[src/rtl/assert_macros.svh]
`ifndef ASSERT_MACROS_SVH
`define ASSERT_MACROS_SVH

// Check a same-cycle implication on the rising edge of i_clk, off while in reset.
`define AM_ASSERT_SAME(label, ante, cons, msg) \
    label: assert property (@(posedge i_clk) disable iff (!i_rst_n) \
        (ante) |-> (cons)) else $error(msg);

// Check that the consequent holds in the cycle after the antecedent.
`define AM_ASSERT_NEXT(label, ante, cons, msg) \
    label: assert property (@(posedge i_clk) disable iff (!i_rst_n) \
        (ante) |=> (cons)) else $error(msg);

`endif

[src/rtl/jp2bms_pkg.sv]
`default_nettype none

package jp2bms_pkg;

    localparam int unsigned OFFSET_BITS = 32;
    localparam logic [OFFSET_BITS-1:0] POS_MAX = {OFFSET_BITS{1'b1}};

    localparam logic [31:0] TYPE_XML  = 32'h786D6C20;
    localparam logic [31:0] TYPE_UUID = 32'h75756964;

    localparam int unsigned K_XML  = 0;
    localparam int unsigned K_XMP  = 1;
    localparam int unsigned K_EXIF = 2;
    localparam int unsigned NUM_KINDS = 3;

    typedef enum logic [3:0] {
        PH_HEADER  = 4'b0001,
        PH_PAYLOAD = 4'b0010,
        PH_UUID    = 4'b0100,
        PH_STOPPED = 4'b1000
    } t_phase;

    typedef enum logic [1:0] {
        CAUSE_CLEAN = 2'd0,
        CAUSE_CUT   = 2'd1,
        CAUSE_SHORT = 2'd2
    } t_cause;

    // Row 0: XMP, rows 1 and 2: EXIF.
    function automatic logic [7:0] uuid_byte(input logic [1:0] row, input logic [3:0] k);
        logic [127:0] line;
        begin
            case (row)
                2'd0: line = 128'hBE7ACFCB97A942E89C71999491E3AFAC;
                2'd1: line = 128'h4A706754696666457869662D3E4A5032;
                2'd2: line = 128'h0537CDAB9D0C4431A72AFA561F2A113E;
                default: line = '0;
            endcase
            uuid_byte = line[127 - 8*k -: 8];
        end
    endfunction

endpackage

`default_nettype wire

[src/rtl/jp2_box_metadata_scanner.sv]
// JP2 box scanner: locates the payloads of the last 'xml ' box and the last
// XMP and EXIF 'uuid' boxes in a JP2 file streamed one byte per transaction.
// Input channel: i_in_valid / o_in_ready carry i_data_byte and i_last_byte.
// One byte is taken per cycle while o_in_ready is high, back to back.
// Output channel: o_out_valid / i_out_ready carry one report per file, made
// only for the byte flagged by i_last_byte: found flags, payload offsets and
// lengths clamped to the stream end, and the cause that ended the scan.
// The report passes the staging register, then the output register, to o_out_valid.
// Throughput: one byte per cycle while o_in_ready is high, as the box header and
// position update loop handles each byte; a report alone does not stall the input.
// The byte after a last byte starts a new file with all state cleared.
// Reset (synchronous, active low) clears the scanner state and both report
// stages. When the receiver stalls, the report holds in the output register,
// a second report may wait in the staging register behind it, and
// o_in_ready drops only while both are full.
`default_nettype none

module jp2_box_metadata_scanner (
    input  wire logic        i_clk,
    input  wire logic        i_rst_n,
    input  wire logic        i_in_valid,
    output logic             o_in_ready,
    input  wire logic [7:0]  i_data_byte,
    input  wire logic        i_last_byte,
    output logic             o_out_valid,
    input  wire logic        i_out_ready,
    output logic             o_xml_found,
    output logic [31:0]      o_xml_offset,
    output logic [31:0]      o_xml_length,
    output logic             o_xmp_found,
    output logic [31:0]      o_xmp_offset,
    output logic [31:0]      o_xmp_length,
    output logic             o_exif_found,
    output logic [31:0]      o_exif_offset,
    output logic [31:0]      o_exif_length,
    output logic [1:0]       o_stop_cause
);

    localparam int unsigned OB = jp2bms_pkg::OFFSET_BITS;
    localparam int unsigned NK = jp2bms_pkg::NUM_KINDS;

    jp2bms_pkg::t_phase r_phase, n_phase;
    jp2bms_pkg::t_cause r_cause, n_cause;
    logic [OB-1:0] r_byte_pos, n_byte_pos;
    logic [OB-1:0] r_box_start, n_box_start;
    logic [4:0]    r_hdr_idx, n_hdr_idx;
    logic [63:0]   r_decl, n_decl;
    logic [31:0]   r_type, n_type;
    logic          r_runs, n_runs;
    logic [2:0]    r_flags, n_flags;
    logic [OB-1:0] r_kstart [NK];
    logic [OB-1:0] n_kstart [NK];
    logic [OB-1:0] r_kend [NK];
    logic [OB-1:0] n_kend [NK];
    logic [NK-1:0] r_kfound, n_kfound;

    logic          r_rep_valid;
    logic [OB-1:0] r_rep_start [NK];
    logic [OB-1:0] r_rep_end [NK];
    logic [NK-1:0] r_rep_found;
    logic [OB-1:0] r_rep_nxt;
    logic [1:0]    r_rep_cause;
    logic [1:0]    rep_cause;

    logic          r_out_valid;
    logic [NK-1:0] r_out_found;
    logic [31:0]   r_out_offset [NK];
    logic [31:0]   r_out_length [NK];
    logic [1:0]    r_out_cause;

    logic in_acc, rep_adv;
    logic [OB-1:0] nxt;
    logic [4:0]    hdr_idx_nx;
    logic [63:0]   hdr_decl;
    logic [31:0]   hdr_type;
    logic [63:0]   open_len;
    logic          open_runs;
    logic [OB-1:0] open_sum;
    logic [OB-1:0] open_decl;
    logic          uuid_ok;
    logic [2:0]    uuid_hit;
    logic [2:0]    flags_nx;

    assign rep_adv    = r_rep_valid && (!r_out_valid || i_out_ready);
    assign o_in_ready = !r_rep_valid || rep_adv;
    assign in_acc     = i_in_valid && o_in_ready;

    assign nxt = (r_byte_pos == jp2bms_pkg::POS_MAX) ? jp2bms_pkg::POS_MAX
                                                     : r_byte_pos + OB'(1);
    assign hdr_idx_nx = r_hdr_idx + 5'd1;

    always_comb begin
        if (r_hdr_idx inside {5'd0, 5'd8}) begin
            hdr_decl = {56'd0, i_data_byte};
        end else if (r_hdr_idx inside {[5'd1:5'd3], [5'd9:5'd31]}) begin
            hdr_decl = {r_decl[55:0], i_data_byte};
        end else begin
            hdr_decl = r_decl;
        end
        if (r_hdr_idx inside {[5'd4:5'd7]}) begin
            hdr_type = {r_type[23:0], i_data_byte};
        end else begin
            hdr_type = r_type;
        end
    end

    assign open_len  = (hdr_idx_nx == 5'd8) ? {32'd0, hdr_decl[31:0]} : hdr_decl;
    assign open_sum  = r_box_start + open_len[OB-1:0];
    assign open_runs = ((hdr_idx_nx == 5'd8) && (hdr_decl[31:0] == 32'd0))
                    || (r_box_start == jp2bms_pkg::POS_MAX)
                    || (open_len >= 64'(jp2bms_pkg::POS_MAX - r_box_start));
    assign open_decl = open_runs ? jp2bms_pkg::POS_MAX : open_sum;
    assign uuid_ok   = open_runs
                    || ({1'b0, open_decl} >= ({1'b0, nxt} + (OB+1)'(16)));

    always_comb begin
        for (int j = 0; j < 3; j++) begin
            uuid_hit[j] = (jp2bms_pkg::uuid_byte(2'(j), r_hdr_idx[3:0]) == i_data_byte);
        end
    end
    assign flags_nx = r_flags & uuid_hit;

    always_comb begin
        n_phase     = r_phase;
        n_cause     = r_cause;
        n_byte_pos  = r_byte_pos;
        n_box_start = r_box_start;
        n_hdr_idx   = r_hdr_idx;
        n_decl      = r_decl;
        n_type      = r_type;
        n_runs      = r_runs;
        n_flags     = r_flags;
        n_kstart    = r_kstart;
        n_kend      = r_kend;
        n_kfound    = r_kfound;
        rep_cause   = jp2bms_pkg::CAUSE_CLEAN;

        if (in_acc) begin
            n_byte_pos = nxt;
            case (r_phase)
                jp2bms_pkg::PH_HEADER: begin
                    n_hdr_idx = hdr_idx_nx;
                    n_decl    = hdr_decl;
                    n_type    = hdr_type;
                    if (r_hdr_idx == 5'd0) begin
                        n_box_start = r_byte_pos;
                    end
                    if ((hdr_idx_nx == 5'd8 && hdr_decl[31:0] != 32'd1
                            && (hdr_decl[31:0] == 32'd0 || hdr_decl[31:0] >= 32'd8))
                        || (hdr_idx_nx >= 5'd16 && hdr_decl >= 64'd16)) begin
                        n_runs    = open_runs;
                        n_decl    = 64'(open_decl);
                        n_hdr_idx = 5'd0;
                        if (hdr_type == jp2bms_pkg::TYPE_XML) begin
                            n_kfound[jp2bms_pkg::K_XML] = 1'b1;
                            n_kstart[jp2bms_pkg::K_XML] = nxt;
                            n_kend[jp2bms_pkg::K_XML]   = open_decl;
                        end
                        if (hdr_type == jp2bms_pkg::TYPE_UUID && uuid_ok) begin
                            n_flags = 3'b111;
                            n_phase = jp2bms_pkg::PH_UUID;
                        end else if (!open_runs && open_decl <= nxt) begin
                            n_phase = jp2bms_pkg::PH_HEADER;
                        end else begin
                            n_phase = jp2bms_pkg::PH_PAYLOAD;
                        end
                    end else if ((hdr_idx_nx == 5'd8 && hdr_decl[31:0] != 32'd1)
                                 || hdr_idx_nx >= 5'd16) begin
                        n_cause = jp2bms_pkg::CAUSE_SHORT;
                        n_phase = jp2bms_pkg::PH_STOPPED;
                    end
                end
                jp2bms_pkg::PH_PAYLOAD: begin
                    if (!r_runs && r_decl <= 64'(nxt)) begin
                        n_phase   = jp2bms_pkg::PH_HEADER;
                        n_hdr_idx = 5'd0;
                    end
                end
                jp2bms_pkg::PH_UUID: begin
                    n_flags   = flags_nx;
                    n_hdr_idx = hdr_idx_nx;
                    if (hdr_idx_nx == 5'd16) begin
                        if (flags_nx[0]) begin
                            n_kfound[jp2bms_pkg::K_XMP] = 1'b1;
                            n_kstart[jp2bms_pkg::K_XMP] = nxt;
                            n_kend[jp2bms_pkg::K_XMP]   = r_decl[OB-1:0];
                        end else if (flags_nx[2:1] != 2'b00) begin
                            n_kfound[jp2bms_pkg::K_EXIF] = 1'b1;
                            n_kstart[jp2bms_pkg::K_EXIF] = nxt;
                            n_kend[jp2bms_pkg::K_EXIF]   = r_decl[OB-1:0];
                        end
                        n_hdr_idx = 5'd0;
                        if (!r_runs && r_decl <= 64'(nxt)) begin
                            n_phase = jp2bms_pkg::PH_HEADER;
                        end else begin
                            n_phase = jp2bms_pkg::PH_PAYLOAD;
                        end
                    end
                end
                default: begin
                end
            endcase

            if (n_phase == jp2bms_pkg::PH_STOPPED) begin
                rep_cause = n_cause;
            end else if (n_phase == jp2bms_pkg::PH_HEADER && n_hdr_idx != 5'd0) begin
                rep_cause = jp2bms_pkg::CAUSE_CUT;
            end
        end
    end

    always_ff @(posedge i_clk) begin
        if (!i_rst_n) begin
            r_phase     <= jp2bms_pkg::PH_HEADER;
            r_cause     <= jp2bms_pkg::CAUSE_CLEAN;
            r_byte_pos  <= '0;
            r_box_start <= '0;
            r_hdr_idx   <= '0;
            r_decl      <= '0;
            r_type      <= '0;
            r_runs      <= 1'b0;
            r_flags     <= 3'b111;
            r_kfound    <= '0;
            for (int k = 0; k < NK; k++) begin
                r_kstart[k] <= '0;
                r_kend[k]   <= '0;
            end
        end else if (in_acc && i_last_byte) begin
            r_phase     <= jp2bms_pkg::PH_HEADER;
            r_cause     <= jp2bms_pkg::CAUSE_CLEAN;
            r_byte_pos  <= '0;
            r_box_start <= '0;
            r_hdr_idx   <= '0;
            r_decl      <= '0;
            r_type      <= '0;
            r_runs      <= 1'b0;
            r_flags     <= 3'b111;
            r_kfound    <= '0;
            for (int k = 0; k < NK; k++) begin
                r_kstart[k] <= '0;
                r_kend[k]   <= '0;
            end
        end else begin
            r_phase     <= n_phase;
            r_cause     <= n_cause;
            r_byte_pos  <= n_byte_pos;
            r_box_start <= n_box_start;
            r_hdr_idx   <= n_hdr_idx;
            r_decl      <= n_decl;
            r_type      <= n_type;
            r_runs      <= n_runs;
            r_flags     <= n_flags;
            r_kfound    <= n_kfound;
            r_kstart    <= n_kstart;
            r_kend      <= n_kend;
        end
    end

    // Stage the report of the final byte.
    always_ff @(posedge i_clk) begin
        if (!i_rst_n) begin
            r_rep_valid <= 1'b0;
        end else if (in_acc && i_last_byte) begin
            r_rep_valid <= 1'b1;
        end else if (rep_adv) begin
            r_rep_valid <= 1'b0;
        end
    end

    always_ff @(posedge i_clk) begin
        if (in_acc && i_last_byte) begin
            r_rep_found <= n_kfound;
            r_rep_start <= n_kstart;
            r_rep_end   <= n_kend;
            r_rep_nxt   <= nxt;
            r_rep_cause <= rep_cause;
        end
    end

    // Clamp to the stream end and form lengths.
    always_ff @(posedge i_clk) begin
        if (!i_rst_n) begin
            r_out_valid <= 1'b0;
        end else if (rep_adv) begin
            r_out_valid <= 1'b1;
        end else if (i_out_ready) begin
            r_out_valid <= 1'b0;
        end
    end

    always_ff @(posedge i_clk) begin
        if (rep_adv) begin
            for (int k = 0; k < NK; k++) begin
                logic [OB-1:0] end_c;
                end_c = (r_rep_end[k] < r_rep_nxt) ? r_rep_end[k] : r_rep_nxt;
                r_out_found[k]  <= r_rep_found[k];
                r_out_offset[k] <= r_rep_found[k] ? 32'(r_rep_start[k]) : 32'd0;
                r_out_length[k] <= (r_rep_found[k] && end_c > r_rep_start[k])
                                   ? 32'(end_c - r_rep_start[k]) : 32'd0;
            end
            r_out_cause <= r_rep_cause;
        end
    end

    assign o_out_valid   = r_out_valid;
    assign o_xml_found   = r_out_found[jp2bms_pkg::K_XML];
    assign o_xml_offset  = r_out_offset[jp2bms_pkg::K_XML];
    assign o_xml_length  = r_out_length[jp2bms_pkg::K_XML];
    assign o_xmp_found   = r_out_found[jp2bms_pkg::K_XMP];
    assign o_xmp_offset  = r_out_offset[jp2bms_pkg::K_XMP];
    assign o_xmp_length  = r_out_length[jp2bms_pkg::K_XMP];
    assign o_exif_found  = r_out_found[jp2bms_pkg::K_EXIF];
    assign o_exif_offset = r_out_offset[jp2bms_pkg::K_EXIF];
    assign o_exif_length = r_out_length[jp2bms_pkg::K_EXIF];
    assign o_stop_cause  = r_out_cause;

`include "assert_macros.svh"

    `AM_ASSERT_SAME(a_phase_onehot, 1'b1, $onehot(r_phase), "parse phase not one-hot")
    `AM_ASSERT_NEXT(a_restart, in_acc && i_last_byte,
        r_phase == jp2bms_pkg::PH_HEADER && r_byte_pos == '0 && r_rep_valid,
        "scanner did not restart after the final byte")
    `AM_ASSERT_SAME(a_stall, r_rep_valid && r_out_valid && !i_out_ready, !o_in_ready,
        "input taken while both report stages are full")
    `AM_ASSERT_SAME(a_xml_len, o_out_valid && !o_xml_found, o_xml_length == 32'd0,
        "xml length reported without an xml box")

endmodule

`default_nettype wire
[config.mk]
export PLATFORM = sky130hd
export DESIGN_NAME = jp2_box_metadata_scanner
export DESIGN_NICKNAME = d
export VERILOG_FILES = /design/src/rtl/jp2bms_pkg.sv /design/src/rtl/jp2_box_metadata_scanner.sv
export VERILOG_INCLUDE_DIRS = /design/src /design/src/rtl
export SDC_FILE = /design/constraint.sdc
export NUM_CORES = 2
export LEC_CHECK = 0
export BUFFER_PORTS_ARGS = -buffer_cell sky130_fd_sc_hd__buf_2
export CORE_UTILIZATION = 35
export CTS_CLUSTER_SIZE = 25
export DETAILED_ROUTE_END_ITERATION = 6
export GPL_TIMING_DRIVEN = 0
export HOLD_SLACK_MARGIN = 0.08
export SYNTH_ARGS = -nofsm -noshare
export SYNTH_HDL_FRONTEND = slang
export SYNTH_SLANG_ARGS = --single-unit
[constraint.sdc]
create_clock -name i_clk -period 12 [get_ports i_clk]
set_clock_uncertainty 0.1 [all_clocks]
set_input_delay 0.6 -clock i_clk [delete_from_list [all_inputs] [get_ports i_clk]]
set_output_delay 0.6 -clock i_clk [all_outputs]
set_load 0.005 [all_outputs]
Word-level counts from Yosys, hierarchy flattened
Memory sizes are Yosys's and may differ from the RTL's.
Index checks and enable logic that the tools add are counted.
Widths: inputs -> output; s select.
{ "totals": {"regBits": 606, "ramBits": 192, "in_bits": 13, "output_inout_bits": 199, "wordCells": 196, "n_memories": 2} }
{ "classes": {"addsub": 9, "n_lt_le_gt_ge": 19, "eq_ne": 18, "n_shift": 3, "muxes": 71, "bitwise": 2, "reduce_logical": 43} }
{ "memory_table": {"columns": ["memory", "depth", "word_bits", "read_ports", "rd_clocked_by_memory_dff", "write_ports", "line_no", "rtl"], "rows": [
  ["r_out_length", 3, 32, 3, 0, 3, "jp2_box_metadata_scanner.sv:68", "logic [31:0] r_out_length [NK];"],
  ["r_out_offset", 3, 32, 3, 0, 3, "jp2_box_metadata_scanner.sv:67", "logic [31:0] r_out_offset [NK];"]
]} }
{ "op_table": {"columns": ["op", "n"], "rows": [
  ["$mux 32", 24],
  ["$mux 64", 8],
  ["$shiftx 135x33->8 const A", 3],
  ["$mux 96", 2],
  ["$gt 32x32->1", 3],
  ["$lt 32x32->1", 3],
  ["$sub 32x32->32", 3],
  ["$eq 32x31->1 const B", 2],
  ["$eq 32x32->1 const B", 2],
  ["$ge 64x5->1 const B", 1],
  ["$ge 64x64->1", 1],
  ["$le 64x32->1", 1],
  ["$add 32x5->33 const B", 1],
  ["$ge 32x33->1", 1],
  ["$sub 32x32->33 const A", 1],
  ["$add 32x1->32 const B", 1],
  ["$add 32x32->32", 1],
  ["$ge 32x4->1 const B", 1],
  ["$le 32x32->1", 1],
  ["$logic_not 32->1", 1],
  ["$ne 32x1->1 const B", 1],
  ["$eq 8x8->1", 3],
  ["$mux 4", 5],
  ["$mux 5", 4],
  ["other kinds (34)", 91]
]} }

Depth between registers and ports, before layout
{ "depth": {"word_depth": 21, "depth_mapped": 37, "mapped_depth_nobuf": 32} }

Worst setup path after synthesis
No wires, ideal clock.
{ "synth_path": {"kind": "input to register", "start": "in i_out_ready", "end": "reg r_out_cause[0], in the netlist o_stop_cause[0], enable pin", "setup_ps": 781, "t_arrival_ps": 9358, "slack_ps": 1761, "path_stages": 2, "path_buffers": 0, "path_cell_list": "nor2b_1 > nor2b_1"} }
{ "synth_between": {"elab_chain_len": 2} }
{ "synth_lines": {"columns": ["element", "line_no", "rtl"], "rows": [
  ["start: declaration", "jp2_box_metadata_scanner.sv:26", "input wire logic i_out_ready,"],
  ["$logic_or 1x1->1", "jp2_box_metadata_scanner.sv:84", "assign rep_adv = r_rep_valid && (!r_out_valid || i_out_ready);"],
  ["$logic_and 1x1->1", "jp2_box_metadata_scanner.sv:84", null],
  ["net rep_adv", "jp2_box_metadata_scanner.sv:71", "logic in_acc, rep_adv;"],
  ["end signal: assignment", "jp2_box_metadata_scanner.sv:301", "r_out_cause <= r_rep_cause;"],
  ["end: declaration", "jp2_box_metadata_scanner.sv:69", "logic [1:0] r_out_cause;"]
]} }
The timed path passes the listed nets, and every way through them passes these cells.
A chain may end at the register's enable or synchronous reset.

Worst setup path after layout
{ "layout_path": {"start": "reg r_hdr_idx[3]", "end": "reg r_rep_cause[1] (data pin)"} }
{ "layout_between": {"elab_chain_len": 19, "elab_cells_between_ends": 56, "classes_between": "add/sub: 2; order compare: 12; eq/ne: 6; mux: 16; reduce/logical: 20"} }
{ "layout_lines": {"columns": ["element", "line_no", "rtl"], "rows": [
  ["start: declaration", "jp2_box_metadata_scanner.sv:46", "logic [4:0] r_hdr_idx, n_hdr_idx;"],
  ["start signal: assignment", "jp2_box_metadata_scanner.sv:248", "r_hdr_idx <= n_hdr_idx;"],
  ["parallel branches: the longest is 18 deep, another holds $ge 64x64->1", null, null],
  ["$mux 2 (*)", "jp2_box_metadata_scanner.sv:204", "if (n_phase == jp2bms_pkg::PH_STOPPED) begin"],
  ["end signal: assignment", "jp2_box_metadata_scanner.sv:276", "r_rep_cause <= rep_cause;"],
  ["end: declaration", "jp2_box_metadata_scanner.sv:62", "logic [1:0] r_rep_cause;"]
]} }
Every way passes the cells marked *. The select of a mux whose other input is x is not followed.

==> run summary <==
CORE AREA: 123,000 µm²
CTS buffer count: 90
cell mode on critical path: clkbuf_1
layout cell share with drive strength beyond 1: 11.4%
largest net degree at the start of global routing: 93
Clock transition at path regs: 60 ps
mux share of post-synthesis cell area: 3.57%
Crit path max-delay family: compound AO/OA/AOI/OAI gates
DP HPWL: 118 mm
ys async rst share: 0%
clk buf depth: 3
routability cong.: 0.976
R2R Setup Slk: 1320 ps
post-synth cell types: 92
number of global-route vias before repair: 33,800
Slew Viols, Final: 0
Main synth FF type: edfxtp_1
Syn. warnings: 0
fin crit share: 89.0%
All-Layer GR Usage: 23.5%
TritonRoute pass-1 iters: 5
# port buffers: 204
HP Class: input pin to flip-flop
first-pass GRT wire length: 220 mm
relative slew slack: 1.56%
Die Height: 354 µm
total gr overflow: 0
largest family of logic cells by synthesized area: simple AND/OR/NAND/NOR gates
number of synthesized flops with an enable pin: 426
hold-fix buffer count after cts: 1
mean area per synthesized cell: 9.57 µm²
fin nets: 5,209
Total Power: 6.64 mW
fin crit period: 10,680 ps
TNS Setup: 0 ps
top cells by area, synth: edfxtp_1 (29%), dfxtp_1 (17%), ha_1 (9.5%), nand2_1 (5.0%), and2_1 (4.0%)
Max-Cap Viols: 0
Crit-path slowest cell: nor2_1
initial antenna violation count: 15
Vias/cell: 5.39
outcome: finished clean
Fin. Hold Viols: 0
post-CTS setup buffers: 0
Adder-Cell Fraction of Synth Area: 9.65%
critical path type: flip-flop to flip-flop
Yosys reg bits: 798
Starting Density: 35.5%
synth cell count leaders: nand2_1 (579), edfxtp_1 (426), dfxtp_1 (372)
RSZ-0062 raised after global routing: false
Wirelength per Cell: 23.0 µm
# rows: 128
Netlist Area Pre-Place: 43,500 µm²
Post-Syn Nets: 4,887
Max Clk Rate: 93.7 MHz
post-cts sizing count: 0
PwrDens: 132 nW/µm²
CP Buf/Inv Count: 9
post-synthesis compound-gate area fraction: 14.4%
CP peak stage delay: 570 ps
die area: 126,000 µm²
root buffer cell: clkbuf_16
clk sink count: 798
simple-gate share of the synthesized area: 18.4%
CP startpoint kind: flip-flop
measured slew at the worst slew-check pin: 1480 ps
H-Tree Depth: 3
TritonCTS clock tree: yes
# IOs: 212
final setup fails: 0
Clk Latency, worst-skew pair: 700 ps
Total Routed Length: 151 mm
cells after synthesis: 4,541
Max FO, Critical Path: 10
top cell type by total area after synthesis: edfxtp_1
area share of the leading cell type in the synthesized netlist: 29.4%
worst vdd ir: 0.108 mV
Critical Path AT: 11,050 ps
Fill cells: 12,100
Vias: 35,400
Seq/Total Area, Yosys: 46.6%
post-synthesis xor/xnor area fraction: 3.30%
post-route antenna net violation count: 0
LEAKAGE: 20.5 nW
crit end category: flip-flop
top-count cell post-synth: nand2_1
DRC: 0
Die Span X: 354 µm
worst endpoint required time: 12,380 ps
Iter 0 DRT Violations: 3,448
area delta synth->final: 15.7%
==> sequential cells by signal, indices dropped and copies added, names as in the netlist, 5 cells and up <==
signal / count
r_kend: 96
r_kstart: 96
r_out_length: 96
r_out_offset: 96
r_rep_end: 96
r_rep_start: 96
r_decl: 64
r_box_start: 32
r_byte_pos: 32
r_rep_nxt: 32
r_type: 32
r_hdr_idx: 5
==> metal layers <==
metal / part of all wire, % / GRT usage, %
met1: 44 / 31.4
met2: 45 / 37.2
met3: 6.7 / 3.58
met4: 4.7 / 10.9
met5: 0.033 / 0
==> cells in the final DEF (no fill, tap or decap), types with 25 or more instances in the layout <==
master / synthesis / final
nand4_1: 72 / 72
nor2b_1: 45 / 44
and2_1: 275 / 275
and3_1: 25 / 25
a22oi_1: 35 / 35
mux2_2: 104 / 104
nor4_1: 31 / 31
a21oi_1: 323 / 320
buf_2: 27 / 231
nor2_1: 328 / 317
edfxtp_1: 426 / 426
or3_1: 25 / 25
inv_1: 241 / 240
o21ai_0: 219 / 219
nand3_1: 70 / 70
a211oi_1: 50 / 50
xnor2_1: 96 / 96
ha_1: 329 / 329
a21o_1: 116 / 116
o21bai_1: 25 / 25
o21ai_1: 54 / 53
o211ai_1: 30 / 30
clkbuf_16: 0 / 94
xor2_1: 68 / 68
nor3_1: 60 / 60
a31oi_1: 25 / 25
nand2_1: 579 / 579
dfxtp_1: 372 / 372
clkbuf_1: 170 / 192
nand2b_1: 48 / 48
==> through the flow <==
step | instances | hold WS, ps | setup slack [ps] | utilization [%] | cell area [µm²]
floorplan | 4541 | 300 | 1760 | - | 43500
global placement | 6370 | 308 | -2400 | 38.0 | 46500
detailed placement | 6394 | 317 | 1670 | 38.4 | 47000
CTS | 6565 | 151 | 1640 | 41.0 | 50300
global route | 6567 | 191 | 906 | 41.0 | 50300
finish | 6570 | 176 | 1320 | 41.0 | 50300
==> tightest hold or removal path, cell delays in order <==
cell     delay, ps
buf_2           80
nor2b_1         70
o21a_1         170
==> path summary, 6_finish.rpt <==
check / start / to / depth (start not counted)
max: r_hdr_idx[3] / r_rep_cause[1] / 35
min: i_out_ready / o_out_valid / 3
max reg2reg: r_hdr_idx[3] / r_rep_cause[1] / 35
min reg2reg: r_rep_cause[1] / o_stop_cause[1] / 0
==> cell families (layout without fill, tap and decap cells) <==
family	after synthesis	in the layout
DFF	798	798
and+or+nand+nor	1638	1638
buffers and inverters	453	853
other	0	4
muxes	140	140
xor gates and xnor gates	164	164
adders and majority gates	333	333
AOI/OAI and AO/OA	1015	1015
==> area by class of cell <==
| cell class | count | area [µm²] | area share (%) |
|---|---|---|---|
| Tap cell | 1625 | 2030 | 4.04 |
| Sequential cell | 798 | 20200 | 40.3 |
| Antenna cell | 4 | 10.0 | 0.0199 |
| Clock buffer | 123 | 2530 | 5.03 |
| Multi-Input combinational cell | 3290 | 21600 | 42.9 |
| Timing Repair Buffer | 230 | 1450 | 2.89 |
| Buffer | 211 | 845 | 1.68 |
| Inverter | 242 | 916 | 1.82 |
| Clock inverter | 47 | 682 | 1.36 |
==> power by group <==
part           internal, mW  leakage [nW]  switching, mW  total, mW
Sequential             2.91          7.30         0.0384       2.95
Clock                  1.77          1.55           1.20       2.97
Combinational         0.243          11.6          0.479      0.722
Total                  4.93          20.5           1.71       6.64
No activity file was read; power rests on OpenSTA's default activity.
